`src/rtl/core/rrs_pkg.sv`:
```
`timescale 1ns / 1ps
// ============================================================================
// rrs_pkg : shared types, codes and helpers for row_reduce_select
// Mode and type codes, register indexes, the start value of a row and the
// order-preserving compare key.
// ============================================================================
package rrs_pkg;

   localparam int DATA_W = 64;
   localparam int MODE_W = 3;
   localparam int ETYPE_W = 2;
   localparam int CSR_IDX_W = 1;
   localparam int CSR_DATA_W = 3;

   // Operation codes
   localparam logic [MODE_W-1:0] MODE_SUM    = 3'd0;
   localparam logic [MODE_W-1:0] MODE_MAX    = 3'd1;
   localparam logic [MODE_W-1:0] MODE_MIN    = 3'd2;
   localparam logic [MODE_W-1:0] MODE_ARGMAX = 3'd3;
   localparam logic [MODE_W-1:0] MODE_ARGMIN = 3'd4;

   // Element type codes
   localparam logic [ETYPE_W-1:0] TYPE_I32 = 2'd0;
   localparam logic [ETYPE_W-1:0] TYPE_I64 = 2'd1;
   localparam logic [ETYPE_W-1:0] TYPE_F32 = 2'd2;

   // Register indexes
   localparam logic [CSR_IDX_W-1:0] CSR_OP_MODE   = 1'd0;
   localparam logic [CSR_IDX_W-1:0] CSR_ELEM_TYPE = 1'd1;

   // Constants
   localparam logic [DATA_W-1:0] SIGN64      = 64'h8000_0000_0000_0000;
   localparam logic [DATA_W-1:0] I64_MAX     = 64'h7fff_ffff_ffff_ffff;
   localparam logic [DATA_W-1:0] I32_MIN     = 64'h0000_0000_8000_0000;
   localparam logic [DATA_W-1:0] I32_MAX     = 64'h0000_0000_7fff_ffff;
   localparam logic [DATA_W-1:0] F32_POS_INF = 64'h0000_0000_7f80_0000;
   localparam logic [DATA_W-1:0] F32_NEG_INF = 64'h0000_0000_ff80_0000;
   localparam logic [31:0]       F32_NEG_ZERO = 32'h8000_0000;
   localparam logic [31:0]       F32_EXP_MASK = 32'h7f80_0000;

   typedef struct packed {
      logic [MODE_W-1:0]  op_mode;
      logic [ETYPE_W-1:0] elem_type;
   } cfg_type;

   function automatic logic pair_ok(input cfg_type cfg);
      logic ok;
      case (cfg.op_mode)
         MODE_SUM:    ok = (cfg.elem_type == TYPE_I32) || (cfg.elem_type == TYPE_I64);
         MODE_MAX,
         MODE_MIN:    ok = (cfg.elem_type == TYPE_I32) || (cfg.elem_type == TYPE_I64) ||
                           (cfg.elem_type == TYPE_F32);
         MODE_ARGMAX,
         MODE_ARGMIN: ok = (cfg.elem_type == TYPE_F32);
         default:     ok = 1'b0;
      endcase
      return ok;
   endfunction

   function automatic logic is_arg(input cfg_type cfg);
      return (cfg.op_mode == MODE_ARGMAX) || (cfg.op_mode == MODE_ARGMIN);
   endfunction

   // Identity of the mode: zero for sum, type minimum for max, type maximum for min
   function automatic logic [DATA_W-1:0] start_value(input cfg_type cfg);
      logic [DATA_W-1:0] v;
      logic want_max;
      logic want_min;
      want_max = (cfg.op_mode == MODE_MAX) || (cfg.op_mode == MODE_ARGMAX);
      want_min = (cfg.op_mode == MODE_MIN) || (cfg.op_mode == MODE_ARGMIN);
      v = '0;
      if (want_max) begin
         if (cfg.elem_type == TYPE_I32) v = I32_MIN;
         else if (cfg.elem_type == TYPE_I64) v = SIGN64;
         else v = F32_NEG_INF;
      end else if (want_min) begin
         if (cfg.elem_type == TYPE_I32) v = I32_MAX;
         else if (cfg.elem_type == TYPE_I64) v = I64_MAX;
         else v = F32_POS_INF;
      end
      return v;
   endfunction

   // Unsigned key whose order follows the signed or float order of the value
   function automatic logic [DATA_W-1:0] order_key(input logic [DATA_W-1:0] bits,
                                                   input logic [ETYPE_W-1:0] etype);
      logic [31:0] b;
      logic [DATA_W-1:0] k;
      b = bits[31:0];
      if (etype == TYPE_I64) begin
         k = bits ^ SIGN64;
      end else if (etype == TYPE_I32) begin
         k = {~b[31], {31{b[31]}}, b};
      end else begin
         // fold -0 onto +0
         if (b == F32_NEG_ZERO) b = '0;
         if (b[31]) k = {32'd0, ~b};
         else k = {32'd0, b | F32_NEG_ZERO};
      end
      return k;
   endfunction

   function automatic logic is_nan(input logic [DATA_W-1:0] bits,
                                   input logic [ETYPE_W-1:0] etype);
      return (etype == TYPE_F32) && ((bits[31:0] & F32_EXP_MASK) == F32_EXP_MASK) &&
             (bits[22:0] != 23'd0);
   endfunction

endpackage

```
`src/rtl/core/rrs_update.sv`:
```
`timescale 1ns / 1ps
// ============================================================================
// rrs_update : one-element row update
// Folds one element into the running row state (add, or key compare and
// select) and forms the result word for a row that closes on this element.
// ============================================================================
module rrs_update #(
   parameter int INDEX_BITS = 32
) (
   input  rrs_pkg::cfg_type               cfg,
   input  logic [rrs_pkg::DATA_W-1:0]     element_bits,
   input  logic [rrs_pkg::DATA_W-1:0]     running_value,
   input  logic [INDEX_BITS-1:0]          best_index,
   input  logic [INDEX_BITS-1:0]          element_count,
   output logic [rrs_pkg::DATA_W-1:0]     next_value,
   output logic [INDEX_BITS-1:0]          next_best,
   output logic [rrs_pkg::DATA_W-1:0]     result_bits,
   output logic                           unsupported
);

   logic                          ok;
   logic                          want_max;
   logic [rrs_pkg::DATA_W-1:0]    x;
   logic [rrs_pkg::DATA_W-1:0]    sum;
   logic [rrs_pkg::DATA_W-1:0]    key_x;
   logic [rrs_pkg::DATA_W-1:0]    key_r;
   logic                          better;

   assign ok = rrs_pkg::pair_ok(cfg);
   assign want_max = (cfg.op_mode == rrs_pkg::MODE_MAX) ||
                     (cfg.op_mode == rrs_pkg::MODE_ARGMAX);

   // Drop the upper half for 32-bit types
   assign x = (cfg.elem_type == rrs_pkg::TYPE_I64) ? element_bits
                                                  : {32'd0, element_bits[31:0]};

   // Wrapping sum, kept to 32 bits for int32
   always_comb begin
      sum = running_value + x;
      if (cfg.elem_type == rrs_pkg::TYPE_I32) sum = {32'd0, sum[31:0]};
   end

   // Compare through the order key; NaN never wins
   assign key_x = rrs_pkg::order_key(x, cfg.elem_type);
   assign key_r = rrs_pkg::order_key(running_value, cfg.elem_type);
   assign better = !rrs_pkg::is_nan(x, cfg.elem_type) &&
                   (want_max ? (key_x > key_r) : (key_x < key_r));

   // Select the next row state
   always_comb begin
      next_value = running_value;
      next_best  = best_index;
      if (ok) begin
         if (cfg.op_mode == rrs_pkg::MODE_SUM) begin
            next_value = sum;
         end else if (better) begin
            next_value = x;
            next_best  = element_count;
         end
      end
   end

   // Form the result word
   always_comb begin
      if (!ok) result_bits = '0;
      else if (rrs_pkg::is_arg(cfg))
         result_bits = {{(rrs_pkg::DATA_W-INDEX_BITS){1'b0}}, next_best};
      else result_bits = next_value;
   end

   assign unsupported = !ok;

endmodule

```
`src/rtl/core/row_reduce_select.sv`:
```
`timescale 1ns / 1ps
// ============================================================================
// row_reduce_select : streaming row reduction with one result per row
// Takes one element per cycle with no bubbles and no gap between rows while
// the output register is free. An element is registered at the input, then
// folded into the row state, and the result of a row is registered at the
// output. The throughput of one element per cycle is set by the row state
// loop: one 64-bit add, or one key compare and select, per cycle. Elements
// keep flowing while a result waits at the output; only a closing element
// waits for the output register to free up. A register write restarts the
// row at the identity of the new setting and must be made while idle.
// ============================================================================
module row_reduce_select #(
   parameter int INDEX_BITS = 32
) (
   input  logic                              clock,
   input  logic                              reset,
   // element channel
   input  logic                              req_valid,
   output logic                              req_ready,
   input  logic [rrs_pkg::DATA_W-1:0]        req_element_bits,
   input  logic                              req_last_of_row,
   // result channel
   output logic                              rsp_valid,
   input  logic                              rsp_ready,
   output logic [rrs_pkg::DATA_W-1:0]        rsp_result_bits,
   output logic                              rsp_unsupported,
   // register write port
   input  logic                              csr_write_en,
   input  logic [rrs_pkg::CSR_IDX_W-1:0]     csr_index,
   input  logic [rrs_pkg::CSR_DATA_W-1:0]    csr_write_data
);

   rrs_pkg::cfg_type               cfg_ff, cfg_in;

   logic                           in_valid_ff, in_valid_in;
   logic [rrs_pkg::DATA_W-1:0]     in_bits_ff;
   logic                           in_last_ff;

   logic [rrs_pkg::DATA_W-1:0]     value_ff, value_in;
   logic [INDEX_BITS-1:0]          best_ff, best_in;
   logic [INDEX_BITS-1:0]          count_ff, count_in;

   logic                           out_valid_ff, out_valid_in;
   logic [rrs_pkg::DATA_W-1:0]     out_bits_ff;
   logic                           out_unsup_ff;

   logic                           req_fire;
   logic                           out_free;
   logic                           advance;
   logic                           row_end;

   logic [rrs_pkg::DATA_W-1:0]     upd_value;
   logic [INDEX_BITS-1:0]          upd_best;
   logic [rrs_pkg::DATA_W-1:0]     upd_result;
   logic                           upd_unsup;

   // Handshake
   assign out_free  = !out_valid_ff || rsp_ready;
   assign advance   = in_valid_ff && (!in_last_ff || out_free);
   assign row_end   = advance && in_last_ff;
   assign req_ready = !in_valid_ff || advance;
   assign req_fire  = req_valid && req_ready;

   rrs_update #(
      .INDEX_BITS (INDEX_BITS)
   ) u_update (
      .cfg           (cfg_ff),
      .element_bits  (in_bits_ff),
      .running_value (value_ff),
      .best_index    (best_ff),
      .element_count (count_ff),
      .next_value    (upd_value),
      .next_best     (upd_best),
      .result_bits   (upd_result),
      .unsupported   (upd_unsup)
   );

   // Register writes
   always_comb begin
      cfg_in = cfg_ff;
      if (csr_write_en) begin
         case (csr_index)
            rrs_pkg::CSR_OP_MODE:   cfg_in.op_mode   = csr_write_data;
            rrs_pkg::CSR_ELEM_TYPE: cfg_in.elem_type =
                                       csr_write_data[rrs_pkg::ETYPE_W-1:0];
            default:                cfg_in = cfg_ff;
         endcase
      end
   end

   // Row state: restart on a register write or a closed row, else fold
   always_comb begin
      value_in = value_ff;
      best_in  = best_ff;
      count_in = count_ff;
      if (csr_write_en) begin
         value_in = rrs_pkg::start_value(cfg_in);
         best_in  = '0;
         count_in = '0;
      end else if (row_end) begin
         value_in = rrs_pkg::start_value(cfg_ff);
         best_in  = '0;
         count_in = '0;
      end else if (advance) begin
         value_in = upd_value;
         best_in  = upd_best;
         count_in = count_ff + 1'b1;
      end
   end

   assign in_valid_in  = req_fire || (in_valid_ff && !advance);
   assign out_valid_in = row_end || (out_valid_ff && !rsp_ready);

   // Control registers
   always_ff @(posedge clock) begin
      if (reset) begin
         cfg_ff       <= '0;
         in_valid_ff  <= 1'b0;
         out_valid_ff <= 1'b0;
         value_ff     <= '0;
         best_ff      <= '0;
         count_ff     <= '0;
      end else begin
         cfg_ff       <= cfg_in;
         in_valid_ff  <= in_valid_in;
         out_valid_ff <= out_valid_in;
         value_ff     <= value_in;
         best_ff      <= best_in;
         count_ff     <= count_in;
      end
   end

   // Payload registers: input loads on accept, output on row end, hold otherwise
   always_ff @(posedge clock) begin
      if (req_fire) begin
         in_bits_ff <= req_element_bits;
         in_last_ff <= req_last_of_row;
      end
      if (row_end) begin
         out_bits_ff  <= upd_result;
         out_unsup_ff <= upd_unsup;
      end
   end

   assign rsp_valid       = out_valid_ff;
   assign rsp_result_bits = out_bits_ff;
   assign rsp_unsupported = out_unsup_ff;

   // Checks
   a_unsup_zero: assert property (@(posedge clock) disable iff (reset)
      out_valid_ff && out_unsup_ff |-> out_bits_ff == '0)
      else $error("unsupported result carries nonzero bits");

   a_mid_row_flows: assert property (@(posedge clock) disable iff (reset)
      in_valid_ff && !in_last_ff |-> advance)
      else $error("mid-row element stalled");

   a_row_restart: assert property (@(posedge clock) disable iff (reset)
      row_end && !csr_write_en |=> count_ff == '0 && best_ff == '0)
      else $error("row state not restarted after row end");

   a_arg_upper_zero: assert property (@(posedge clock) disable iff (reset)
      row_end && !upd_unsup && rrs_pkg::is_arg(cfg_ff) |=>
      out_bits_ff[rrs_pkg::DATA_W-1:INDEX_BITS] == '0)
      else $error("arg result wider than index");

endmodule

```
`config.mk`:
```
export PLATFORM = sky130hd
export DESIGN_NAME = row_reduce_select
export DESIGN_NICKNAME = d
export VERILOG_FILES = /design/src/rtl/core/rrs_pkg.sv /design/src/rtl/core/rrs_update.sv /design/src/rtl/core/row_reduce_select.sv
export SDC_FILE = /design/constraint.sdc
export NUM_CORES = 1
export LEC_CHECK = 0
export ABC_AREA = 1
export ABC_CLOCK_PERIOD_IN_PS = 5400
export BUFFER_PORTS_ARGS = -buffer_cell sky130_fd_sc_hd__buf_2
export CORE_ASPECT_RATIO = 1.75
export CORE_MARGIN = 2
export CORE_UTILIZATION = 40
export DETAILED_ROUTE_END_ITERATION = 7
export PLACE_DENSITY = 0.6
export SETUP_SLACK_MARGIN = 0.4
export SLEW_MARGIN = 5
export SYNTH_ARGS = -nofsm -noshare
export SYNTH_HDL_FRONTEND = slang
export SYNTH_SLANG_ARGS = --single-unit
export TNS_END_PERCENT = 20
```
`constraint.sdc`:
```
create_clock -name clock -period 5.4 [get_ports clock]
set_input_delay 0.54 -clock clock [delete_from_list [all_inputs] [get_ports clock]]
set_output_delay 0.54 -clock clock [all_outputs]
set_load 0.02 [all_outputs]
```
## After elaboration in Yosys (flattened, before gate mapping)

Index checks and enable logic that the tools add are counted.

| cells by class | value |
|---|---|
| add/subtract/negate cells | 2 |
| order comparisons | 2 |
| eq/ne operators | 14 |
| multiplexer cells | 41 |
| bitwise operators | 7 |
| reductions and logical operators | 36 |

Operators by type and width:

| operator | number |
|---|---|
| two-way mux 64 bit | 18 |
| two-way mux 32 bit | 12 |
| two-way mux 63 bit | 6 |
| adder 64 bit | 1 |
| equality test 32 bit, second input constant | 2 |
| > comparator 64 bit | 1 |
| less-than comparator 64 bit | 1 |
| NOT 32 bit | 2 |
| adder 32 x 1 -> 32 bit, second input constant | 1 |
| nonzero test 23 bit | 1 |
| equality test 3 x 2 -> 1 bit, second input constant | 4 |
| logical OR 1 bit | 12 |
| equality test 8 bit, second input constant | 1 |
| logical AND 1 bit | 8 |
| zero test 1 bit | 7 |
| equality test 3 x 1 -> 1 bit, second input constant | 2 |
| equality test 3 bit, second input constant | 2 |
| OR reduction 2 bit | 3 |
| two-way mux 5 bit | 1 |
| NOT 1 bit | 5 |
| equality test 2 x 1 -> 1 bit, second input constant | 2 |
| zero test 2 bit | 2 |
| zero test 3 bit | 1 |
| two-way mux 3 bit | 1 |
| 6 further kinds | 6 |

| storage, ports and cells | value |
|---|---|
| flip-flop bits (word level) | 265 |

## Logic depth before layout (Yosys ltp)

Gate-level depths: netlist of run 1.

| depth | value |
|---|---|
| depth in word-level cells | 19 |
| gate-level depth with buffers | 30 |
| mapped depth without buffers | 28 |

## Modules after synthesis

From an unflattened synthesis of run 1, not the netlist that was laid out.

| unflattened totals | value |
|---|---|
| cell total of the unflattened synthesis | 3750 |
| area total of the unflattened synthesis | 23097.2 µm² |

By module, submodules not included:

| module | instances | cells an instance | area each (µm²) | seq. area each (µm²) |
|---|---|---|---|---|
| rrs_update | 1 | 2517 | 12294.3 | 0.0 |
| row_reduce_select | 1 | 1233 | 10802.9 | 6606.3 |

## Worst setup path before layout of run 1

OpenSTA, ideal clock, no wires.

| timing | value |
|---|---|
| kind | reg2reg |
| start | register in_bits_ff[13] in the netlist's numbering |
| end | register out_bits_ff, in the netlist rsp_result_bits[1] (data pin) |
| arrival time | 3361 ps |
| data required time | 5146 ps |
| slack | 1785 ps |
| cell stages (with the launch flop) | 26 |
| buffers on the path | 2 |
| period minus slack after synthesis | 3615 ps |
| path through | edfxtp_1 -> nor4_1 -> nand4_1 -> nor2_1 -> nand4_1 -> clkbuf_1 -> nand3_1 -> inv_1 -> ha_1 -> nand2_1 -> nor2_1 -> nor2b_1 -> nand3_1 -> nor2_1 -> nand2_1 -> nand2_1 -> nor2_1 -> nand2_2 -> nand3_4 -> buf_2 -> nand2_1 -> o21ai_0 -> o21ai_0 -> nand2_1 -> o21bai_1 -> inv_1 |

| between the ends | value |
|---|---|
| longest elaborated chain between the ends | 16 |

Ends and longest elaborated chain:

| what | RTL line | RTL |
|---|---|---|
| start, declared | row_reduce_select.sv:37 | `logic [rrs_pkg::DATA_W-1:0] in_bits_ff;` |
| start signal, assigned | row_reduce_select.sv:137 | `in_bits_ff <= req_element_bits;` |
| two-way mux 64 bit (*) | rrs_update.sv:34 | `assign x = (cfg.elem_type == rrs_pkg::TYPE_I64) ? element_bits` |
| equality test 32 bit | rrs_pkg.sv:96 | `if (b == F32_NEG_ZERO) b = '0;` |
| two-way mux 32 bit | rrs_pkg.sv:96 |  |
| two-way mux 32 bit | rrs_pkg.sv:92 | `end else if (etype == TYPE_I32) begin` |
| two-way mux 32 bit | rrs_pkg.sv:90 | `if (etype == TYPE_I64) begin` |
| NOT 32 bit | rrs_pkg.sv:97 | `if (b[31]) k = {32'd0, ~b};` |
| two-way mux 32 bit | rrs_pkg.sv:97 |  |
| two-way mux 64 bit | rrs_pkg.sv:92 |  |
| two-way mux 64 bit | rrs_pkg.sv:90 |  |
| less-than comparator 64 bit / > comparator 64 bit (equally long branches) | rrs_update.sv:47 | `(want_max ? (key_x > key_r) : (key_x < key_r));` |
| two-way mux 1 bit | rrs_update.sv:47 |  |
| logical AND 1 bit (*) | rrs_update.sv:46 | `assign better = !rrs_pkg::is_nan(x, cfg.elem_type) &&` |
| two-way mux 64 bit / two-way mux 32 bit (equally long branches) | rrs_update.sv:56 | `end else if (better) begin` |
| two-way mux 64 bit / two-way mux 32 bit (equally long branches) | rrs_update.sv:54 | `if (cfg.op_mode == rrs_pkg::MODE_SUM) begin` |
| two-way mux 64 bit / two-way mux 32 bit (equally long branches) | rrs_update.sv:53 | `if (ok) begin` |
| two-way mux 32 bit (*) | rrs_update.sv:66 | `else if (rrs_pkg::is_arg(cfg))` |
| end signal, assigned | row_reduce_select.sv:141 | `out_bits_ff <= upd_result;` |
| end, declared | row_reduce_select.sv:45 | `logic [rrs_pkg::DATA_W-1:0] out_bits_ff;` |

Mark *: on every way between the ends. The rest lies on a longest branch, timed or not. The select of a mux whose other input is x is not followed.
A chain may end at the register's enable or synchronous reset.

## Worst setup path after layout of run 1

| timing | value |
|---|---|
| start | register cfg_ff[0] in the netlist's numbering |
| end | register out_bits_ff, in the netlist rsp_result_bits[28] (data pin) |

| between the ends | value |
|---|---|
| longest elaborated chain between the ends | 11 |

Ends and longest elaborated chain:

| what | RTL line | RTL |
|---|---|---|
| start, declared | row_reduce_select.sv:34 | `rrs_pkg::cfg_type cfg_ff, cfg_in;` |
| start signal, assigned | row_reduce_select.sv:125 | `cfg_ff <= cfg_in;` |
| equality test 2 x 1 -> 1 bit | n/a |  |
| two-way mux 64 bit | rrs_update.sv:34 |  |
| NOT 1 bit (no source line) | n/a |  |
| two-way mux 64 bit | rrs_pkg.sv:90 |  |
| less-than comparator 64 bit / > comparator 64 bit (equally long branches) | rrs_update.sv:47 |  |
| two-way mux 1 bit | rrs_update.sv:47 |  |
| logical AND 1 bit | rrs_update.sv:46 |  |
| two-way mux 64 bit / two-way mux 32 bit (equally long branches) | rrs_update.sv:56 |  |
| two-way mux 64 bit / two-way mux 32 bit (equally long branches) | rrs_update.sv:54 |  |
| two-way mux 64 bit / two-way mux 32 bit (equally long branches) | rrs_update.sv:53 |  |
| two-way mux 32 bit | rrs_update.sv:66 |  |

Several ways; a longest one is shown, not always the timed one.

==> results by group, run 1 <==
Outcome
  – Status: finished clean

Floorplan
  – CORE AREA: 52400 um^2
  – Num ports: 141
  – Die X: 178 um
  – Die H: 308 um
  – Die area: 54900 um^2
  – Initial Utilization: 40.5%
  – Row cnt: 111

Finish
  – Commonest non-fill, non-tap cells in the layout: 750 x nand2_1, 533 x inv_1, 327 x a21oi_1
  – Post-layout util: 45.1%
  – Commonest non-fill, non-tap cell in the layout: nand2_1
  – Share of cells above drive strength 1: 7.86%
  – FILL cells: 5727
  – Nets: 3577
  – Multi-input gate area: 12100 um^2
  – Register area: 6610 um^2
  – Area grow syn2layout: 11.4%
  – Ant diodes: 0

Place
  – Gp weighted congestion: 1.04
  – Placement Setup Slack: 0.663 ns
  – # port buffers: 140
  – HPWL Detailed: 64400 um

Critical path
  – Setup Crit Path Kind: register to register
  – Worst Path Arrival: 4.99 ns
  – Critical Path Fanout Max: 64
  – CP Capture Type: register
  – FF-to-FF Start: cfg_ff[0]$_SDFF_PP0_
  – CP required: 5.75 ns
  – R2R Setup Slk: 0.76 ns
  – CP Cell Sequence: inv_1 -> nor2_1 -> clkinv_1 -> buf_12 -> nor2_1 -> inv_1 -> nand2_1 -> ha_1 -> nand2_1 -> nor2_1 -> nand3_1 -> nor2_1 -> nand2_1 -> nor2_1 -> nand2_1 -> nand2_1 -> nor2_1 -> nand2_2 -> nand3_4 -> nor2_4 -> buf_12 -> o21ai_0 -> o21ai_0 -> nor2_1
  – Crit start category: register
  – Worst reg2reg endpoint: rsp_result_bits[28]$_SDFFCE_PN0P_
  – Worst setup path start: cfg_ff[0]$_SDFF_PP0_
  – Path depth of the worst reg2reg path: 24
  – Crit path top cell by count: nor2_1
  – CP max stage delay: 0.39 ns
  – CP max stage cell: dfxtp_1

Global routing
  – Total congestion overflow: 0
  – First-pass GRT wire length: 126000 um
  – Largest net degree at the start of global routing: 73
  – Gr usage total: 30.4%
  – Number of global-route vias before repair: 22086
  – Initial antenna violation count: 0

Logic synthesis
  – Top cell type's share of synthesized area: 18.4%
  – Top cells by area, synth: edfxtp_1 18%, nand2_1 13%, dfxtp_1 13%
  – Post-synthesis sequential area ratio: 31.2%
  – Post-synth ARST share: 0%
  – Synth cell types: 52
  – Syn Inst Count: 3295
  – Synth Area per Inst: 6.43 um^2
  – Post-synth EDFFs: 130
  – Synth Warn #: 0
  – Post-synth top flop: dfxtp_1
  – Synth area leader: edfxtp_1
  – Syn Std Cell Area: 21200 um^2
  – Seq cells post-synth: 265
  – Syn nets: 3498

Clocking
  – CTS Buf Count: 29
  – CTS tree: yes
  – CTS root buf: clkbuf_16
  – CTS Sinks: 265
  – Clk slew on worst S/H paths: 0.07 ns
  – Setup Buffers After CTS: 0
  – Clk_lat worst skew: 0.60 ns
  – Clock Path Buffers: 3
  – CTS H-tree lvls: 1

Timing
  – RSZ-0062 raised after global routing: false
  – Final Setup Violations: 0
  – Highest Clock Rate: 0.216 GHz
  – Worst Tran Pin Value: 1.13 ns
  – Final Critical Period: 4.64 ns
  – Fin. max-slew vios: 0
  – Final period util: 85.9%
  – Max-slew headroom: 24.6%
  – Setup tns final: 0 ns
  – Skew final: 0.0169 ns
  – Final hold vios: 0
  – Fin worst setup slack: 0.761 ns

Drt
  – Via-to-Cell Ratio: 5.44
  – Routed wire length: 83900 um
  – DRC violations left: 0
  – Antenna Nets Post-Route: 0
  – Wire per inst: 20.6 um
  – Pre-Repair DR Iteration Count: 6
  – DR iter-0 viols: 1330
  – Vias: 22152

Power and ir drop
  – Leakage: 11.1 nW
  – Max VDD drop: 234 uV
  – Pwr/cell area: 286 nW/um^2

Job
  – MaxCap Viol Count: 0

Hold path
  – Worst hold start: req_element_bits[8]
  – Hold crit path type: input pin to register
  – Hold Path Stages: 1
  – Sink of the worst hold path: in_bits_ff[8]$_DFFE_PP_
[state kept, by name, indices dropped and copies added, names as in the netlist]
name	count
value_ff	64
rsp_valid	1
rsp_result_bits	64
rsp_unsupported	1
best_ff	32
in_bits_ff	64
in_valid_ff	1
cfg_ff	5
count_ff	32
in_last_ff	1
[critical path, delay by kind of cell, from the launching register on]
family / cells / cell delay (ns)
simple gates: 16 / 2.37
compound gates: 2 / 0.43
buf+inv: 5 / 0.99
flops: 1 / 0.39
fa+ha+maj: 1 / 0.13
[layer usage]
metal	track usage, %	part of all wire [%]	vias up
met4	21.1	7.8	0
met2	58.9	54	679
met1	29.5	35	10251
met3	2.74	3.8	268
li1	-	-	10954
met5	0	0	-
[cells in the mapped netlist, types with 37 or more instances]
library cell	number
a21oi_1	328
clkbuf_1	102
dfxtp_1	135
edfxtp_1	130
ha_1	128
inv_1	536
nand2_1	753
nand3_1	258
nand4_1	71
nor2_1	277
o21ai_0	310
xor2_1	37
[kinds of logic after synthesis]
family                   share of synthesized area [%]
buffers and inverters                             12.2
AO/OA/AOI/OAI                                     18.7
AND/OR/NAND/NOR                                   28.3
flip-flops                                        31.2
XOR/XNOR                                          1.90
adder cells (fa/ha/maj)                           7.65
multiplexers                                    0.0472
[area by class of cell]
cell class,count,area share [%]
inverters,541,8.62
clock inverters,10,0.398
multi-input cells,2349,51.1
well taps,678,3.60
flip-flops and latches,265,28.0
repair buffers,188,4.88
clock buffers,44,3.44
[repair_timing]
item                                    in CTS  in global routing
hold buffers                                 0                  0
gates resized for setup                      0                  6
endpoints found under the setup margin       0                 53
[how the worst max path moves through the flow]
stage / endpoint / slack, ns
finish: rsp_result_bits[28]$_SDFFCE_PN0P_ / 0.76
global route: rsp_result_bits[17]$_SDFFCE_PN0P_ / 0.43
CTS: rsp_result_bits[28]$_SDFFCE_PN0P_ / 0.63
detailed placement: rsp_result_bits[28]$_SDFFCE_PN0P_ / 0.66
global placement: rsp_result_bits[28]$_SDFFCE_PN0P_ / 0.72
floorplan: rsp_result_bits[1]$_SDFFCE_PN0P_ / 1.79
[power by group]
| group | internal, mW | switching (mW) | total, mW | leakage [nW] |
|---|---|---|---|---|
| sequential | 2.26 | 0.118 | 2.38 | 2.34 |
| combinational | 0.756 | 1.62 | 2.38 | 8.27 |
| clock | 1.09 | 0.890 | 1.98 | 0.445 |
[stage by stage]
stage / instances / total power [mW] / area, um^2 / hold WS [ns]
6_report: 4075 / 6.74 / 23600 / 0.113
5_1_grt: 4075 / 7.13 / 23600 / 0.102
2_1_floorplan: 3295 / 3.98 / 21200 / 0.471
3_5_place_dp: 4021 / 4.77 / 22700 / 0.507
4_1_cts: 4075 / 6.76 / 23600 / 0.0895
3_3_place_gp: 4021 / 4.77 / 22700 / 0.496
(Power assumes the default switching activity.)
==> run 2, diff against run 1 <==
ABC_CLOCK_PERIOD_IN_PS = 4290   (was 5400)
CELL_PAD_IN_SITES_DETAIL_PLACEMENT = 1   (was unset)
CELL_PAD_IN_SITES_GLOBAL_PLACEMENT = 2   (was unset)
CORE_UTILIZATION = 34   (was 40)
PLACE_DENSITY = 0.84   (was 0.6)
clock period = 4.29 ns   (was 5.4 ns; I/O delays follow)
==> run 2 against run 1 <==
- the flow now finishes with violations (setup timing)
- sequential power grew 25%
- sequential share of layout area fell by 4.2 points
- global-route usage up 2.4 points
- critical endpoint is now value_ff[59]$_SDFFE_PP0P_
- largest power group is now combinational logic
==> results by group, run 2 (synthesis results as in run 1) <==
Finish
  – Register area: 6610 um^2 (unchanged)
  – Post-layout util: 44.8% (was 45.1%)
  – Fin area: 27700 um^2 (was 23600 um^2)
  – Post-route non-filler standard cell count: 4444 (was 4075)
  – Ant diodes: 0 (unchanged)
  – Commonest non-fill, non-tap cell in the layout: nand2_1 (unchanged)
  – FILL cells: 7882 (was 5727)
  – Nets: 3824 (was 3577)
  – Commonest non-fill, non-tap cells in the layout: 673 x nand2_1, 520 x inv_1, 264 x nor2_1, 264 x a21oi_1, 255 x o21ai_0 (was 750 x nand2_1, 533 x inv_1, 327 x a21oi_1)
  – Multi-input gate area: 13400 um^2 (was 12100 um^2)
  – Share of cells above drive strength 1: 20.0% (was 7.86%)
  – Area grow syn2layout: 30.8% (was 11.4%)

Power and ir drop
  – Leakage: 12.7 nW (was 11.1 nW)
  – Reg power frac: 28.8% (was 35.3%)
  – Comb pwr share: 42.3% (was 35.3%)
  – Clk network pwr share: 28.9% (was 29.4%)
  – Pwr/cell area: 373 nW/um^2 (was 286 nW/um^2)
  – Net Sw Frac: 39.7% (was 39.0%)
  – Tot Pwr: 10.3 mW (was 6.74 mW)
  – Int Pwr: 6.23 mW (was 4.11 mW)
  – Max VDD drop: 349 uV (was 234 uV)
  – Sw power: 4.10 mW (was 2.63 mW)

Clocking
  – CTS H-tree lvls: 1 (unchanged)
  – CTS Buf Count: 30 (was 29)
  – Clk_lat worst skew: 0.64 ns (was 0.60 ns)
  – CTS Sinks: 265 (unchanged)
  – Clock Path Buffers: 3 (unchanged)
  – CTS tree: yes (unchanged)
  – CTS root buf: clkbuf_16 (unchanged)
  – Clk slew on worst S/H paths: 0.07 ns (about the same)

Drt
  – Antenna Nets Post-Route: 0 (unchanged)
  – DR iter-0 viols: 1067 (was 1330)
  – Pre-Repair DR Iteration Count: 5 (was 6)
  – Vias: 24532 (was 22152)
  – DRC violations left: 0 (unchanged)
  – Wire per inst: 24.3 um (was 20.6 um)
  – Via-to-Cell Ratio: 5.52 (was 5.44)
  – Routed wire length: 108000 um (was 83900 um)

Timing
  – Hold slack: 0.0462 ns (was 0.113 ns)
  – Worst Tran Pin Value: 1.41 ns (was 1.13 ns)
  – Final Setup Violations: 8 (was 0)
  – Fin worst setup slack: -0.0576 ns (was 0.761 ns)
  – Final period util: 101% (was 85.9%)
  – RSZ-0062 raised after global routing: true (was false)
  – Skew final: 0.0393 ns (was 0.0169 ns)
  – Final Critical Period: 4.35 ns (was 4.64 ns)
  – Final hold vios: 0 (unchanged)
  – Setup tns final: -0.156 ns (was 0 ns)
  – Fin. max-slew vios: 0 (unchanged)
  – Highest Clock Rate: 0.230 GHz (was 0.216 GHz)
  – Max-slew headroom: 6.16% (was 24.6%)

Global routing
  – Largest net degree at the start of global routing: 81 (was 73)
  – Gr usage total: 32.7% (was 30.4%)
  – Total congestion overflow: 0 (unchanged)
  – First-pass GRT wire length: 157000 um (was 126000 um)
  – Initial antenna violation count: 0 (unchanged)
  – Number of global-route vias before repair: 25930 (was 22086)

Critical path
  – Setup Crit Path Kind: register to register (unchanged)
  – Critical Path Fanout Max: 8 (was 64)
  – CP Capture Type: register (unchanged)
  – Worst Path Arrival: 4.89 ns (was 4.99 ns)
  – CP required: 4.84 ns (was 5.75 ns)
  – Crit start category: register (unchanged)
  – Crit path top cell by count: nand2_1 (was nor2_1)
  – CP max stage cell: edfxtp_1 (was dfxtp_1)
  – CP max stage delay: 0.49 ns (was 0.39 ns)

Floorplan
  – Num ports: 141 (unchanged)
  – Die H: 334 um (was 308 um)
  – Die X: 193 um (was 178 um)
  – Die area: 64400 um^2 (was 54900 um^2)
  – CORE AREA: 61900 um^2 (was 52400 um^2)
  – Initial Utilization: 34.2% (was 40.5%)
  – Row cnt: 121 (was 111)

Job
  – MaxCap Viol Count: 0 (unchanged)

Outcome
  – Status: finished with violations (was finished clean)
  – Failing checks: setup timing

Place
  – Placement Setup Slack: -0.630 ns (was 0.663 ns)
  – # port buffers: 140 (unchanged)
  – HPWL Detailed: 81400 um (was 64400 um)
  – Dpl cells: 4285 (was 4021)
  – DP Area: 24000 um^2 (was 22700 um^2)
  – Gp weighted congestion: 0.972 (was 1.04)

Hold path
  – Hold crit path type: input pin to register (unchanged)
## run 2: cell types whose count changed in the layout (fill, tap and decap cells not counted), moves of 63 or more
cell           change
nand3_1           -65
dlygate4sd3_1     +64
a21oi_1           -63
nand2_1           -77
buf_4            +142
## run 2: path summary, 6_finish.rpt
path	startpoint	endpoint	slack, ns	depth (start not counted)
max reg2reg	in_bits_ff[4]$_DFFE_PP_	value_ff[59]$_SDFFE_PP0P_	-0.06	30
max	in_bits_ff[4]$_DFFE_PP_	value_ff[59]$_SDFFE_PP0P_	-0.06	30
min reg2reg	count_ff[1]$_SDFFE_PP0P_	count_ff[1]$_SDFFE_PP0P_	0.51	2
min	req_valid	in_valid_ff$_SDFF_PP0_	0.05	3
## run 2: routing by layer
layer	part of all wire, %	up-vias	GRT usage [%]
li1	-	11456	-
met1	33	11980	30.7
met2	54	727	64.1
met3	3.4	369	2.66
met4	9.5	0	24.1
met5	0	-	0
## run 2: power by group through the flow
stage          registers, mW  logic, mW  clock network [mW]
2_1_floorplan           3.03       1.98                   0
3_3_place_gp            3.01       3.36                   0
3_5_place_dp            3.02       3.45                   0
4_1_cts                 2.97       3.87                3.03
5_1_grt                 2.98       4.71                3.11
6_report                2.97       4.37                2.99
## run 2: cell type report
type                       count  area share (%)
sequential                   265            23.8
timing repair buffer         434            13.0
clock inverter                21            1.17
clock buffer                  35            2.81
multi-input combinational   2349            48.2
tap                          799            3.61
inverter                     541            7.35
## run 2: repair_timing
item / in CTS / in global routing
hold buffers: 64 / 0
pin swaps: 48 / 87
setup endpoints to repair: 160 / 160
buffers inserted: 14 / 15
cloned: 6 / 4
endpoints found under the hold margin: 64 / 0
gates resized for setup: 159 / 246
## run 2: worst max-delay path: cells and delay by family, from the launching register on
kind | cells | cell delay (ns)
flops | 1 | 0.49
buf+inv | 7 | 1.03
simple gates | 19 | 2.01
compound gates | 3 | 0.43
fa+ha+maj | 1 | 0.29
==> run 3, diff against run 2 <==
SKIP_CTS_REPAIR_TIMING = 1   (was unset)
==> run 3 against run 2 <==
- the run now ends clean
- first-iteration DRC count up 1.7%
- final cell count decreased by 0.59%
- die area unchanged
- sequential share of layout area rose by 0.84 points
- non-clock buffer count fell by 26
- sequential power is essentially flat
- combinational power decreased by 12%
==> results by group, run 3 (synthesis results as in run 1) <==
Outcome
  – Status: finished clean (was finished with violations)

Drt
  – Vias: 24229 (was 24532)
  – DRC violations left: 0 (unchanged)
  – Wire per inst: 24.0 um (was 24.3 um)
  – Antenna Nets Post-Route: 0 (unchanged)
  – Via-to-Cell Ratio: 5.48 (was 5.52)
  – DR iter-0 viols: 1085 (was 1067)
  – Pre-Repair DR Iteration Count: 5 (unchanged)
  – Routed wire length: 106000 um (was 108000 um)

Place
  – DP Area: 24000 um^2 (unchanged)
  – HPWL Detailed: 81400 um (unchanged)
  – Gp weighted congestion: 0.972 (unchanged)
  – # port buffers: 140 (unchanged)

Global routing
  – First-pass GRT wire length: 152000 um (was 157000 um)
  – Total congestion overflow: 0 (unchanged)
  – Largest net degree at the start of global routing: 81 (unchanged)
  – Gr usage total: 31.8% (was 32.7%)
  – Number of global-route vias before repair: 25201 (was 25930)
  – Initial antenna violation count: 0 (unchanged)

Timing
  – Fin. max-slew vios: 0 (unchanged)
  – Highest Clock Rate: 0.235 GHz (was 0.230 GHz)
  – RSZ-0062 raised after global routing: true (unchanged)
  – Skew final: 0.0361 ns (was 0.0393 ns)
  – Final hold vios: 0 (unchanged)
  – Hold slack: 0.0105 ns (was 0.0462 ns)
  – Worst Tran Pin Value: 1.30 ns (was 1.41 ns)
  – Final period util: 99.1% (was 101%)
  – Max-slew headroom: 12.3% (was 6.16%)
  – Final Critical Period: 4.25 ns (was 4.35 ns)
  – Final Setup Violations: 0 (was 8)

Power and ir drop
  – Max VDD drop: 334 uV (was 349 uV)
  – Pwr/cell area: 366 nW/um^2 (was 373 nW/um^2)
  – Tot Pwr: 9.80 mW (was 10.3 mW)
  – Leakage: 12.4 nW (was 12.7 nW)

Floorplan
  – Row cnt: 121 (unchanged)
  – Initial Utilization: 34.2% (unchanged)
  – Die area: 64400 um^2 (unchanged)
  – Num ports: 141 (unchanged)
  – Die H: 334 um (unchanged)
  – CORE AREA: 61900 um^2 (unchanged)
  – Die X: 193 um (unchanged)

Finish
  – FILL cells: 7950 (was 7882)
  – Fin area: 26800 um^2 (was 27700 um^2)
  – Area grow syn2layout: 26.4% (was 30.8%)
  – Share of cells above drive strength 1: 16.1% (was 20.0%)
  – Commonest non-fill, non-tap cells in the layout: 713 x nand2_1, 524 x inv_1, 300 x a21oi_1 (was 673 x nand2_1, 520 x inv_1, 264 x nor2_1, 264 x a21oi_1, 255 x o21ai_0)
  – Post-layout util: 43.2% (was 44.8%)
  – Ant diodes: 0 (unchanged)
  – Commonest non-fill, non-tap cell in the layout: nand2_1 (unchanged)
  – Nets: 3798 (was 3824)

Job
  – MaxCap Viol Count: 0 (unchanged)

Hold path
  – Hold Path Stages: 1 (was 3)
  – Hold crit path type: input pin to register (unchanged)

Clocking
  – CTS Sinks: 265 (unchanged)
  – CTS tree: yes (unchanged)
  – CTS root buf: clkbuf_16 (unchanged)
  – Clk slew on worst S/H paths: 0.07 ns (about the same)
  – Clock Path Buffers: 3 (unchanged)
  – Clk_lat worst skew: 0.64 ns (about the same)
  – CTS Buf Count: 30 (unchanged)
  – CTS H-tree lvls: 1 (unchanged)

Critical path
  – CP required: 4.64 ns (was 4.84 ns)
  – Setup Crit Path Kind: register to register (unchanged)
  – Critical Path Fanout Max: 7 (was 8)
  – Worst Path Arrival: 4.60 ns (was 4.89 ns)
  – Crit start category: register (unchanged)
  – CP Capture Type: register (unchanged)
  – Path depth of the worst reg2reg path: 25 (was 30)
==> run 3: cell types whose count changed in the layout (fill, tap and decap cells not counted), moves of 5 or more <==
| cell | previous run | this run |
|---|---|---|
| buf_4 | 182 | 172 |
| nand2_4 | 18 | 7 |
| nand2_1 | 673 | 713 |
| nand3_2 | 60 | 12 |
| buf_16 | 6 | 0 |
| nor2_2 | 7 | 13 |
| buf_12 | 22 | 17 |
| nand3_1 | 193 | 244 |
| a21oi_1 | 264 | 300 |
| nand2_2 | 63 | 34 |
| a21oi_2 | 70 | 35 |
==> run 3: critical path, cell delays in order, from the launching register on <==
cell and delay, ns:
edfxtp_1 0.42, nor4_2 0.29, nand4_1 0.28, nor2_2 0.20
nand4_1 0.13, buf_6 0.19, clkbuf_16 0.16, nand2_1 0.07
inv_2 0.05, ha_4 0.24, a21o_1 0.18, nor2_4 0.18
nand2_1 0.08, nand2_1 0.09, nand2_2 0.05, nand2_2 0.08
nand2_4 0.06, o21ai_4 0.18, nand3_4 0.13, nor2_4 0.15
buf_4 0.13, buf_12 0.13, buf_6 0.14, o21ai_1 0.09
o21ai_0 0.20, a21oi_1 0.06
==> run 3: final timing paths <==
path / from / endpoint / slack [ns]
max reg2reg: in_bits_ff[15]$_DFFE_PP_ / rsp_result_bits[10]$_SDFFCE_PN0P_ / 0.04
min reg2reg: count_ff[1]$_SDFFE_PP0P_ / count_ff[1]$_SDFFE_PP0P_ / 0.52
min: req_element_bits[13] / in_bits_ff[13]$_DFFE_PP_ / 0.01
max: in_bits_ff[15]$_DFFE_PP_ / rsp_result_bits[10]$_SDFFCE_PN0P_ / 0.04
==> run 3: report_power, final <==
| part | switching (mW) | total, mW | internal, mW |
|---|---|---|---|
| Sequential | 0.122 | 2.97 | 2.85 |
| Clock | 1.25 | 2.98 | 1.74 |
| Combinational | 2.48 | 3.85 | 1.37 |
==> run 3: routing by layer <==
| layer | up-vias | routed length (um) | track usage [%] |
|---|---|---|---|
| met5 | - | 0 | 0 |
| met4 | 0 | 8760 | 22.1 |
| met3 | 291 | 3310 | 2.48 |
| met2 | 657 | 58000 | 62.4 |
| met1 | 11882 | 35900 | 30.3 |
| li1 | 11399 | - | - |
==> run 3: final cells by class <==
type / count / area (um^2) / share of cell area [%]
Timing Repair Buffer: 408 / 3240 / 12.1
Tap cell: 799 / 1000 / 3.73
Clock inverter: 21 / 325 / 1.21
Multi-Input combinational cell: 2349 / 12800 / 47.8
Sequential cell: 265 / 6610 / 24.7
Clock buffer: 35 / 779 / 2.91
Inverter: 541 / 2030 / 7.59
==> run 3: stage by stage <==
stage,TNS (ns),setup WS (ns),instances
2_1_floorplan,0,0.675,3295
3_3_place_gp,-33.53,-0.653,4285
3_5_place_dp,-32.88,-0.630,4285
4_1_cts,-35.43,-0.664,4341
5_1_grt,-6.41,-0.161,4418
6_report,0,0.0401,4418
